==> src/sv/stramp_pkg.sv <==
// Shared types, constants and codes for the trapezoidal ramp step generator.
package stramp_pkg;

   // Field and register widths
   localparam int PER_W      = 16;
   localparam int CNT_W      = 32;
   localparam int CD_W       = PER_W + 1;
   localparam int SHIFT_W    = 3;
   localparam int OP_W       = 3;
   localparam int PHASE_W    = 2;
   localparam int CSR_IDX_W  = 2;
   localparam int CSR_DATA_W = 16;

   // Largest microstep shift (thirty-second step)
   localparam logic [SHIFT_W-1:0] MAX_SHIFT = 3'd5;

   // Configuration register indexes
   localparam logic [CSR_IDX_W-1:0] CSR_FAST  = 2'd0;
   localparam logic [CSR_IDX_W-1:0] CSR_SLOW  = 2'd1;
   localparam logic [CSR_IDX_W-1:0] CSR_STEP  = 2'd2;
   localparam logic [CSR_IDX_W-1:0] CSR_USTEP = 2'd3;

   // Configuration reset values
   localparam logic [PER_W-1:0]   FAST_RST  = 16'd691;
   localparam logic [PER_W-1:0]   SLOW_RST  = 16'd20746;
   localparam logic [PER_W-1:0]   STEP_RST  = 16'd200;
   localparam logic [SHIFT_W-1:0] USTEP_RST = 3'd0;

   // Step budget for a continuous run
   localparam int unsigned RUN_STEPS_DEF = 60000;

   localparam logic [PER_W-1:0] PERIOD_MAX = 16'hFFFF;

   // Command codes
   localparam logic [OP_W-1:0] OP_TICK = 3'd0;
   localparam logic [OP_W-1:0] OP_MOVE = 3'd1;
   localparam logic [OP_W-1:0] OP_RUN  = 3'd2;
   localparam logic [OP_W-1:0] OP_SOFT = 3'd3;
   localparam logic [OP_W-1:0] OP_HARD = 3'd4;

   // Motion phase codes
   localparam logic [PHASE_W-1:0] PH_IDLE   = 2'd0;
   localparam logic [PHASE_W-1:0] PH_ACCEL  = 2'd1;
   localparam logic [PHASE_W-1:0] PH_CRUISE = 2'd2;
   localparam logic [PHASE_W-1:0] PH_DECEL  = 2'd3;

   typedef enum logic [1:0] {
      S_IDLE,
      S_EXEC,
      S_DIV,
      S_SPLIT
   } ctrl_state_type;

   typedef struct packed {
      logic [OP_W-1:0]  opcode;
      logic             dir_cw;
      logic [CNT_W-1:0] move_steps;
   } req_word_type;

   typedef struct packed {
      logic               step_pulse;
      logic               dir_out;
      logic               busy_res;
      logic [PHASE_W-1:0] motion_phase;
      logic [PER_W-1:0]   period_now;
   } rsp_word_type;

   // Periods after the microstep shift
   typedef struct packed {
      logic [PER_W-1:0] wf;
      logic [PER_W-1:0] ws;
      logic [PER_W-1:0] wa;
   } work_cfg_type;

   typedef struct packed {
      logic             start;
      logic [PER_W-1:0] dividend;
      logic [PER_W-1:0] divisor;
   } div_req_type;

   typedef struct packed {
      logic             done;
      logic [PER_W-1:0] quotient;
   } div_rsp_type;

endpackage

==> src/sv/stramp_div.sv <==
// Bit-serial restoring divider: one quotient bit per cycle for the ramp length.
module stramp_div
   import stramp_pkg::*;
(
   input  logic        clock,
   input  logic        reset,
   input  div_req_type div_req,
   output div_rsp_type div_rsp
);

   localparam int STEP_BITS = $clog2(PER_W);
   localparam logic [STEP_BITS-1:0] LAST_STEP = STEP_BITS'(PER_W - 1);

   logic [PER_W-1:0]     rem_ff, rem_in;
   logic [PER_W-1:0]     quo_ff, quo_in;
   logic [PER_W-1:0]     dsr_ff;
   logic [STEP_BITS-1:0] cnt_ff;
   logic                 busy_ff;
   logic                 done_ff;
   logic [PER_W:0]       shifted;
   logic [PER_W:0]       trial;
   logic                 fits;

   // One restoring step: shift in the next dividend bit, try the subtract
   always_comb begin
      shifted = {rem_ff, quo_ff[PER_W-1]};
      trial   = shifted - {1'b0, dsr_ff};
      fits    = !trial[PER_W];
      rem_in  = fits ? trial[PER_W-1:0] : shifted[PER_W-1:0];
      quo_in  = {quo_ff[PER_W-2:0], fits};
   end

   // Control: step counter, busy and done
   always_ff @(posedge clock) begin
      if (reset) begin
         busy_ff <= 1'b0;
         done_ff <= 1'b0;
         cnt_ff  <= '0;
      end else begin
         done_ff <= 1'b0;
         if (div_req.start) begin
            busy_ff <= 1'b1;
            cnt_ff  <= '0;
         end else if (busy_ff) begin
            cnt_ff <= cnt_ff + STEP_BITS'(1);
            if (cnt_ff == LAST_STEP) begin
               busy_ff <= 1'b0;
               done_ff <= 1'b1;
            end
         end
      end
   end

   // Datapath shift registers
   always_ff @(posedge clock) begin
      if (div_req.start) begin
         rem_ff <= '0;
         quo_ff <= div_req.dividend;
         dsr_ff <= div_req.divisor;
      end else if (busy_ff) begin
         rem_ff <= rem_in;
         quo_ff <= quo_in;
      end
   end

   assign div_rsp.done     = done_ff;
   assign div_rsp.quotient = quo_ff;

   // A started divide is in progress on the next cycle
   a_start_busy: assert property (@(posedge clock) disable iff (reset)
      div_req.start |=> busy_ff)
      else $error("divider did not start");

   // Done is never raised while steps remain
   a_done_idle: assert property (@(posedge clock) disable iff (reset)
      done_ff |-> !busy_ff)
      else $error("divider done while busy");

   // No restart while a divide is running
   a_no_restart: assert property (@(posedge clock) disable iff (reset)
      busy_ff |-> !div_req.start)
      else $error("divider restarted while busy");

endmodule

==> src/sv/stramp_ctrl.sv <==
// Command sequencer, motion state and result register of the ramp generator.
module stramp_ctrl
   import stramp_pkg::*;
#(
   parameter int unsigned RUN_STEPS = RUN_STEPS_DEF
)
(
   input  logic         clock,
   input  logic         reset,
   input  work_cfg_type wcfg,
   input  logic         req_valid,
   output logic         req_stall,
   input  req_word_type req_word,
   output logic         rsp_valid,
   input  logic         rsp_stall,
   output rsp_word_type rsp_word,
   output div_req_type  div_req,
   input  div_rsp_type  div_rsp
);

   ctrl_state_type state_ff, state_in;

   // Held command word
   logic [OP_W-1:0]  op_ff;
   logic             dir_item_ff;
   logic [CNT_W-1:0] steps_ff;

   // Motion state
   logic [PER_W-1:0] accel_ff, accel_in;
   logic [CNT_W-1:0] cruise_ff, cruise_in;
   logic [PER_W-1:0] decel_ff, decel_in;
   logic [PER_W-1:0] cur_ff, cur_in;
   logic [CD_W-1:0]  cd_ff, cd_in;
   logic             running_ff, running_in;
   logic             cont_ff, cont_in;
   logic             dir_ff, dir_in;

   // Result register
   logic         rsp_valid_ff;
   rsp_word_type rsp_word_ff, rsp_word_in;

   logic             is_start;
   logic             slot_free;
   logic             commit;
   logic             pulse;
   logic [PER_W-1:0] ramp_len;
   logic [CNT_W-1:0] count;
   logic [CNT_W:0]   diff;
   logic [PER_W-1:0] half_up;
   logic [CD_W-1:0]  cd_dec;
   logic [CNT_W-1:0] cruise_inc;
   logic [PER_W-1:0] per_sub;
   logic [PER_W-1:0] per_dn;
   logic [PER_W:0]   up_sum;
   logic [PER_W-1:0] per_up;
   logic [PHASE_W-1:0] phase;

   assign is_start  = (op_ff == OP_MOVE) || (op_ff == OP_RUN);
   assign slot_free = !rsp_valid_ff || !rsp_stall;

   // Next state
   always_comb begin
      state_in = state_ff;
      unique case (state_ff)
         S_IDLE:  if (req_valid) state_in = S_EXEC;
         S_EXEC: begin
            if (is_start) state_in = S_DIV;
            else if (slot_free) state_in = S_IDLE;
         end
         S_DIV:   if (div_rsp.done) state_in = S_SPLIT;
         S_SPLIT: if (slot_free) state_in = S_IDLE;
         default: state_in = S_IDLE;
      endcase
   end

   // Sequencer outputs
   always_comb begin
      req_stall        = (state_ff != S_IDLE);
      div_req.start    = (state_ff == S_EXEC) && is_start;
      div_req.dividend = wcfg.ws - wcfg.wf;
      div_req.divisor  = wcfg.wa;
      commit           = slot_free && ((state_ff == S_SPLIT) ||
                                       ((state_ff == S_EXEC) && !is_start));
   end

   // Arithmetic shared by the command paths
   always_comb begin
      ramp_len = ((wcfg.wa != '0) && (wcfg.ws > wcfg.wf)) ? div_rsp.quotient : '0;
      count    = (op_ff == OP_RUN) ? CNT_W'(RUN_STEPS) : steps_ff;
      diff     = {1'b0, count} - {{(CNT_W - PER_W){1'b0}}, ramp_len, 1'b0};
      half_up  = count[PER_W:1] + PER_W'(count[0]);
      cd_dec   = (cd_ff != '0) ? cd_ff - CD_W'(1) : '0;
      cruise_inc = (cont_ff && (cruise_ff != '1)) ? cruise_ff + CNT_W'(1) : cruise_ff;
      per_sub  = (cur_ff > wcfg.wa) ? cur_ff - wcfg.wa : wcfg.wf;
      per_dn   = (per_sub < wcfg.wf) ? wcfg.wf : per_sub;
      up_sum   = {1'b0, cur_ff} + {1'b0, wcfg.wa};
      per_up   = up_sum[PER_W] ? PERIOD_MAX : up_sum[PER_W-1:0];
   end

   // Motion state update
   always_comb begin
      accel_in   = accel_ff;
      cruise_in  = cruise_ff;
      decel_in   = decel_ff;
      cur_in     = cur_ff;
      cd_in      = cd_ff;
      running_in = running_ff;
      cont_in    = cont_ff;
      dir_in     = dir_ff;
      pulse      = 1'b0;
      if (commit) begin
         if (state_ff == S_SPLIT) begin
            // start of a move or run
            cont_in = (op_ff == OP_RUN);
            dir_in  = dir_item_ff;
            if (!diff[CNT_W] && (diff != '0)) begin
               accel_in  = ramp_len;
               decel_in  = ramp_len;
               cruise_in = diff[CNT_W-1:0];
            end else begin
               cruise_in = '0;
               decel_in  = count[PER_W:1];
               accel_in  = half_up;
            end
            cur_in     = wcfg.ws;
            cd_in      = {1'b0, wcfg.ws} + CD_W'(1);
            running_in = 1'b1;
         end else begin
            unique case (op_ff)
               OP_TICK: begin
                  if (running_ff) begin
                     cd_in = cd_dec;
                     if (cd_dec == '0) begin
                        cruise_in = cruise_inc;
                        priority if (accel_ff != '0) begin
                           cur_in   = per_dn;
                           cd_in    = {1'b0, per_dn};
                           accel_in = accel_ff - PER_W'(1);
                           pulse    = 1'b1;
                        end else if (cruise_inc != '0) begin
                           cruise_in = cruise_inc - CNT_W'(1);
                           cd_in     = {1'b0, wcfg.wf};
                           pulse     = 1'b1;
                        end else if (decel_ff != '0) begin
                           decel_in = decel_ff - PER_W'(1);
                           cur_in   = per_up;
                           cd_in    = {1'b0, per_up};
                           pulse    = 1'b1;
                        end else begin
                           running_in = 1'b0;
                           cd_in      = {1'b0, wcfg.ws} + CD_W'(1);
                        end
                     end
                  end
               end
               OP_SOFT: begin
                  cont_in   = 1'b0;
                  accel_in  = '0;
                  cruise_in = '0;
               end
               OP_HARD: begin
                  cont_in    = 1'b0;
                  accel_in   = '0;
                  cruise_in  = '0;
                  decel_in   = '0;
                  running_in = 1'b0;
               end
               default: ;
            endcase
         end
      end
   end

   // Result word from the updated state
   always_comb begin
      priority if (!running_in) phase = PH_IDLE;
      else if (accel_in != '0)  phase = PH_ACCEL;
      else if (cruise_in != '0) phase = PH_CRUISE;
      else                      phase = PH_DECEL;
      rsp_word_in.step_pulse   = pulse;
      rsp_word_in.dir_out      = dir_in;
      rsp_word_in.busy_res     = running_in;
      rsp_word_in.motion_phase = phase;
      rsp_word_in.period_now   = cur_in;
   end

   // Control and motion registers
   always_ff @(posedge clock) begin
      if (reset) begin
         state_ff     <= S_IDLE;
         accel_ff     <= '0;
         cruise_ff    <= '0;
         decel_ff     <= '0;
         cur_ff       <= '0;
         cd_ff        <= '0;
         running_ff   <= 1'b0;
         cont_ff      <= 1'b0;
         dir_ff       <= 1'b0;
         rsp_valid_ff <= 1'b0;
      end else begin
         state_ff   <= state_in;
         accel_ff   <= accel_in;
         cruise_ff  <= cruise_in;
         decel_ff   <= decel_in;
         cur_ff     <= cur_in;
         cd_ff      <= cd_in;
         running_ff <= running_in;
         cont_ff    <= cont_in;
         dir_ff     <= dir_in;
         if (commit) rsp_valid_ff <= 1'b1;
         else if (!rsp_stall) rsp_valid_ff <= 1'b0;
      end
   end

   // Command word and result payload
   always_ff @(posedge clock) begin
      if ((state_ff == S_IDLE) && req_valid) begin
         op_ff       <= req_word.opcode;
         dir_item_ff <= req_word.dir_cw;
         steps_ff    <= req_word.move_steps;
      end
      if (commit) rsp_word_ff <= rsp_word_in;
   end

   assign rsp_valid = rsp_valid_ff;
   assign rsp_word  = rsp_word_ff;

   // Divider finishes only while the sequencer waits for it
   a_div_wait: assert property (@(posedge clock) disable iff (reset)
      div_rsp.done |-> state_ff == S_DIV)
      else $error("divide finished outside the wait state");

   // A step comes only from a tick while in motion
   a_pulse_src: assert property (@(posedge clock) disable iff (reset)
      commit && rsp_word_in.step_pulse |-> running_ff && op_ff == OP_TICK)
      else $error("step issued without a running tick");

   // An idle result reports the idle phase
   a_idle_phase: assert property (@(posedge clock) disable iff (reset)
      rsp_valid_ff && !rsp_word_ff.busy_res |-> rsp_word_ff.motion_phase == PH_IDLE)
      else $error("idle result with a motion phase");

   // An accepted word is worked on in the next cycle
   a_accept_exec: assert property (@(posedge clock) disable iff (reset)
      req_valid && !req_stall |=> state_ff == S_EXEC)
      else $error("accepted word not executed");

endmodule

==> src/sv/stepper_trapezoid_ramp.sv <==
// Stepper pulse generator with trapezoidal ramp: config registers and top level.
// Tick, stop and status words: the word is executed and its result registered; the next word is
// taken once that result is committed. Move and run words wait first for the 16-step bit-serial
// divide that works out the ramp length (one quotient bit per cycle).
// The result register frees the input side while a finished word waits downstream.
// Reset is synchronous, active high: config registers take their defaults, motion goes idle.
module stepper_trapezoid_ramp
   import stramp_pkg::*;
#(
   parameter int unsigned RUN_STEPS = RUN_STEPS_DEF
)
(
   input  logic                  clock,
   input  logic                  reset,
   input  logic                  csr_we,
   input  logic [CSR_IDX_W-1:0]  csr_index,
   input  logic [CSR_DATA_W-1:0] csr_wdata,
   input  logic                  req_valid,
   output logic                  req_stall,
   input  req_word_type          req_word,
   output logic                  rsp_valid,
   input  logic                  rsp_stall,
   output rsp_word_type          rsp_word
);

   logic [PER_W-1:0]   fast_ff;
   logic [PER_W-1:0]   slow_ff;
   logic [PER_W-1:0]   step_ff;
   logic [SHIFT_W-1:0] ushift_ff;
   logic [SHIFT_W-1:0] shift_amt;
   work_cfg_type       wcfg;
   div_req_type        div_req;
   div_rsp_type        div_rsp;

   // Configuration registers
   always_ff @(posedge clock) begin
      if (reset) begin
         fast_ff   <= FAST_RST;
         slow_ff   <= SLOW_RST;
         step_ff   <= STEP_RST;
         ushift_ff <= USTEP_RST;
      end else if (csr_we) begin
         unique case (csr_index)
            CSR_FAST:  fast_ff   <= csr_wdata[PER_W-1:0];
            CSR_SLOW:  slow_ff   <= csr_wdata[PER_W-1:0];
            CSR_STEP:  step_ff   <= csr_wdata[PER_W-1:0];
            CSR_USTEP: ushift_ff <= csr_wdata[SHIFT_W-1:0];
            default: ;
         endcase
      end
   end

   // Working periods for the microstep mode; modes past 5 act as 5
   always_comb begin
      shift_amt = (ushift_ff > MAX_SHIFT) ? MAX_SHIFT : ushift_ff;
      wcfg.wf   = fast_ff >> shift_amt;
      wcfg.ws   = slow_ff >> shift_amt;
      wcfg.wa   = step_ff >> shift_amt;
   end

   stramp_div u_div (
      .clock   (clock),
      .reset   (reset),
      .div_req (div_req),
      .div_rsp (div_rsp)
   );

   stramp_ctrl #(
      .RUN_STEPS (RUN_STEPS)
   ) u_ctrl (
      .clock     (clock),
      .reset     (reset),
      .wcfg      (wcfg),
      .req_valid (req_valid),
      .req_stall (req_stall),
      .req_word  (req_word),
      .rsp_valid (rsp_valid),
      .rsp_stall (rsp_stall),
      .rsp_word  (rsp_word),
      .div_req   (div_req),
      .div_rsp   (div_rsp)
   );

endmodule

==> config.mk <==
export PLATFORM = sky130hd
export DESIGN_NAME = stepper_trapezoid_ramp
export DESIGN_NICKNAME = d
export VERILOG_FILES = /design/src/sv/stramp_pkg.sv /design/src/sv/stramp_div.sv /design/src/sv/stramp_ctrl.sv /design/src/sv/stepper_trapezoid_ramp.sv
export SDC_FILE = /design/constraint.sdc
export NUM_CORES = 1
export LEC_CHECK = 0
export BUFFER_PORTS_ARGS = -buffer_cell sky130_fd_sc_hd__buf_2
export CORE_ASPECT_RATIO = 1.2
export CORE_UTILIZATION = 24
export CTS_CLUSTER_DIAMETER = 50
export DETAILED_ROUTE_END_ITERATION = 10
export PLACE_DENSITY = 0.47
export SLEW_MARGIN = 20
export SYNTH_ARGS = -nofsm -noshare
export SYNTH_HDL_FRONTEND = slang
export SYNTH_HIERARCHICAL = 1
export SYNTH_SLANG_ARGS = --single-unit
==> constraint.sdc <==
create_clock -name clock -period 10 [get_ports clock]
set_clock_uncertainty 0.05 [all_clocks]
set_input_delay 0.5 -clock clock [delete_from_list [all_inputs] [get_ports clock]]
set_output_delay 0.5 -clock clock [all_outputs]
set_load 0.05 [all_outputs]
==> summary.txt <==
Die
  – Core Rows: 124
  – Ports: 82
  – Die Y-Extent: 342 um
  – Die X: 286 um
  – Initial core utilization: 24.3%
  – Die ar.: about 98000 sq um
  – Core Box Area: 95400 sq um

Run
  – Count of maximum capacitance violations: 0

Timing
  – Min Tclk post-route: around 9.3 ns
  – Final Max Tran Viols: 0
  – Final Hold Fails: 0
  – Worst Setup Slack, final: roughly 0.73 ns
  – Final Cycle Share: between 90 and 100%
  – Worst Tran Pin Value: approximately 1.1 ns
  – Setup_tns: 0 ns
  – Setup Viol. Count Final: 0
  – Relative slew slack: between 20% and 30%
  – Unrepaired setup endpoints after global routing: false
  – Achievable Freq: about 0.11 GHz

Power and ir drop
  – Leakage Power: about 10 nW
  – Worst vdd ir: between 0.1 and 0.15 mV
  – Pwr Total: 4.43 mW
  – Power Dens Cells: roughly 170 nW/um^2

Global routing
  – Largest net degree at the start of global routing: 70
  – Initial antenna violation count: 3
  – Tot GR Track Use: 19.3%
  – First-pass GRT wire length: about 140000 um
  – Gr ovfl total: 0
  – Vias in the first global route: 23000

Setup path
  – Critical path endpoint category: flip-flop
  – Crit path largest cell delay: ~0.56 ns
  – Critical path arrival: 9.55 ns
  – WS Path Type: reg2reg
  – CP Launch Type: flip-flop
  – Slowest CP cell: or4_1
  – CP required: between 10 and 15 ns
  – R2R Setup Slk: ~0.73 ns
  – CP top delay family: simple AND/OR/NAND/NOR gates
  – Worst path bufs/invs: 2
  – Crit-path max FO: 20

Synthesis
  – Count of state elements after synthesis: 265
  – YS warnings: 6
  – Top post-synthesis cells by area: dfxtp_1 (15%), edfxtp_1 (12%), nand2_1 (6.0%)
  – Seq/Total Area, Yosys: about a quarter
  – Cell taking the most area after synthesis: dfxtp_1
  – Top cell type's share of synthesized area: about 15%
  – Post-synth EDFFs: a little under 90
  – Main synth FF type: dfxtp_1
  – Syn_area_per_cell: 7.77 sq um
  – Ys async rst share: 0%
  – Post-Syn Instances: between 2000 and 3000
  – Post-Syn Area: ~23000 sq um
  – Library cells used by synthesis: approximately 110
  – Syn Nets: approximately 3200

Placed design
  – DP Worst Slack: 0.341 ns
  – HPWL after DPL: ~75000 um
  – Placer Congestion: 0.943
  – Inst Count DP: between 4000 and 5000
  – Port Buf Inserts: 81
  – Placed instance area: 25000 sq um

Detailed routing
  – Drt via density: about 5.5
  – Drt total wl: 97100 um
  – 1st-iter DRT viols: approximately 2000
  – DR vias: 23800
  – DRC: 0
  – Pre-antenna DRT Iters: 7
  – WL/cell: ~22 um
  – Routed Antenna Nets: 0

Clock network
  – Skew-Pair Late Insertion Delay: ~0.60 ns
  – Worst-path clk slew: 0.06 ns
  – Htree depth: 2
  – Number of CTS-inserted buffers: 46
  – CTS tree: built
  – Clock root cell: clkbuf_16
  – CTS Sinks: about 270
  – Setup Fix Bufs, Post-CTS: 0
  – Bufs on Longest Clock Path: 3

Layout
  – Cell Count, Final, Fillers Out: 4328
  – Synth-to-Final Area Change: 15.8%
  – Diode count: 0
  – Fin area: roughly 27000 sq um
  – Final #Nets: around 3200
  – Layout cells sized above 1: 11.8%

Min path
  – Hold Crit Class: in2reg

Outcome
  – Status: finished, final reports clean
## kinds of logic (layout without fill, tap and decap cells)
logic type      count (synthesis)  count (layout)  synth area share [%]
flops                         265             265                  26.7
fa+ha+maj                     111             111                  6.16
buf+inv                       327             413                  6.37
mux                           140             140                  6.21
xor+xnor                      126             126                  4.80
compound gates                825             825                  24.4
simple gates                 1188            1188                  25.3
## flip-flops by register name (all words and copies together), names as in the netlist, 4 cells and up
register,flops
u_ctrl/cruise_ff,32
u_div/cnt_ff,4
u_ctrl/accel_ff,16
step_ff,16
u_div/dsr_ff,16
u_ctrl/steps_ff,32
u_div/rem_ff,16
u_ctrl/decel_ff,16
slow_ff,16
u_ctrl/rsp_word,21
u_ctrl/cur_ff,16
fast_ff,16
u_div/quo_ff,16
u_ctrl/cd_ff,17
## layout by cell type, fill, tap and decap left out, types with 20 or more instances in the layout
cell	synthesis	final
a211oi_1	38	38
a21o_1	33	33
a21oi_1	203	202
a222oi_1	30	30
a22oi_1	35	35
a31oi_1	37	37
and3_1	37	37
buf_2	33	80
buf_4	28	103
clkbuf_16	0	49
dfxtp_1	176	174
edfxtp_1	89	89
ha_1	106	106
inv_1	125	125
mux2_2	28	28
mux2i_1	111	111
nand2_1	371	369
nand2b_1	27	27
nand3_1	77	77
nand3b_1	24	24
nand4_1	52	52
nor2_1	284	282
nor2b_1	44	43
nor3_1	92	92
nor4_1	45	43
o21a_1	20	20
o21ai_0	166	166
or3_1	28	28
xnor2_1	92	92
xor2_1	33	33
## cells in the mapped netlist, types with 13 or more instances
cell        n
nor4_1     45
ha_1      106
o22ai_1    13
edfxtp_1   89
nand3b_1   24
a222oi_1   30
xor2_1     33
a31oi_1    37
nand3_1    77
a221oi_1   15
nor2_1    284
nand4_1    52
mux2i_1   111
and2_1     21
o211ai_1   16
a211oi_1   38
a311oi_1   19
buf_4      28
a21oi_1   203
nand2b_1   27
nor2b_1    44
clkbuf_1  122
o21a_1     20
and3_1     37
buf_2      33
o21ai_0   166
nand2_1   371
or4_1      14
a22o_1     13
or3_1      28
a21o_1     33
xnor2_1    92
o31ai_1    15
dfxtp_1   176
nor3_1     92
a22oi_1    35
inv_1     125
mux2_2     28
## power breakdown
part	total (mW)	switching, mW	internal (mW)	leakage (nW)
clock network	1.67	0.615	1.06	0.792
logic	1.50	0.945	0.550	7.28
registers	1.26	0.0759	1.18	2.27
## repair_timing
item	4_1_cts	5_1_grt
hold buffers	19	0
endpoints found under the hold margin	19	0
setup endpoints to repair	0	2
gates resized for setup	0	2
## per-stage QoR
step,hold slack (ns),utilization [%]
after CTS,0.000142,28.1
final,0.0316,28.1
after floorplan,0.382,-
after detailed placement,0.392,26.2
after global routing,0.0150,28.1
after global placement,0.389,26.2
## worst paths after layout
path / depth (start not counted) / startpoint / to
max: 28 / ushift_ff[1] / u_ctrl/rsp_word[16]
min: 1 / req_word[17] / u_ctrl/steps_ff[17]
max reg2reg: 28 / ushift_ff[1] / u_ctrl/rsp_word[16]
min reg2reg: 2 / step_ff[0] / step_ff[0]
## cell type report
| class | count | area [sq um] |
|---|---|---|
| Tap cell | 1260 | 1580 |
| Clock buffer | 57 | 1300 |
| Multi-Input combinational cell | 2390 | 15600 |
| Fill cell | 10400 | 68600 |
| Timing Repair Buffer | 203 | 1380 |
| Sequential cell | 265 | 6200 |
| Clock inverter | 27 | 324 |
| Inverter | 126 | 473 |
## routing by layer
layer  track usage [%]  wire (um)
met5                 0         21
met4              11.1       6090
met2              32.4      45400
met3              2.86       5980
met1              23.3      39600
No activity file was read; power rests on OpenSTA's default activity.
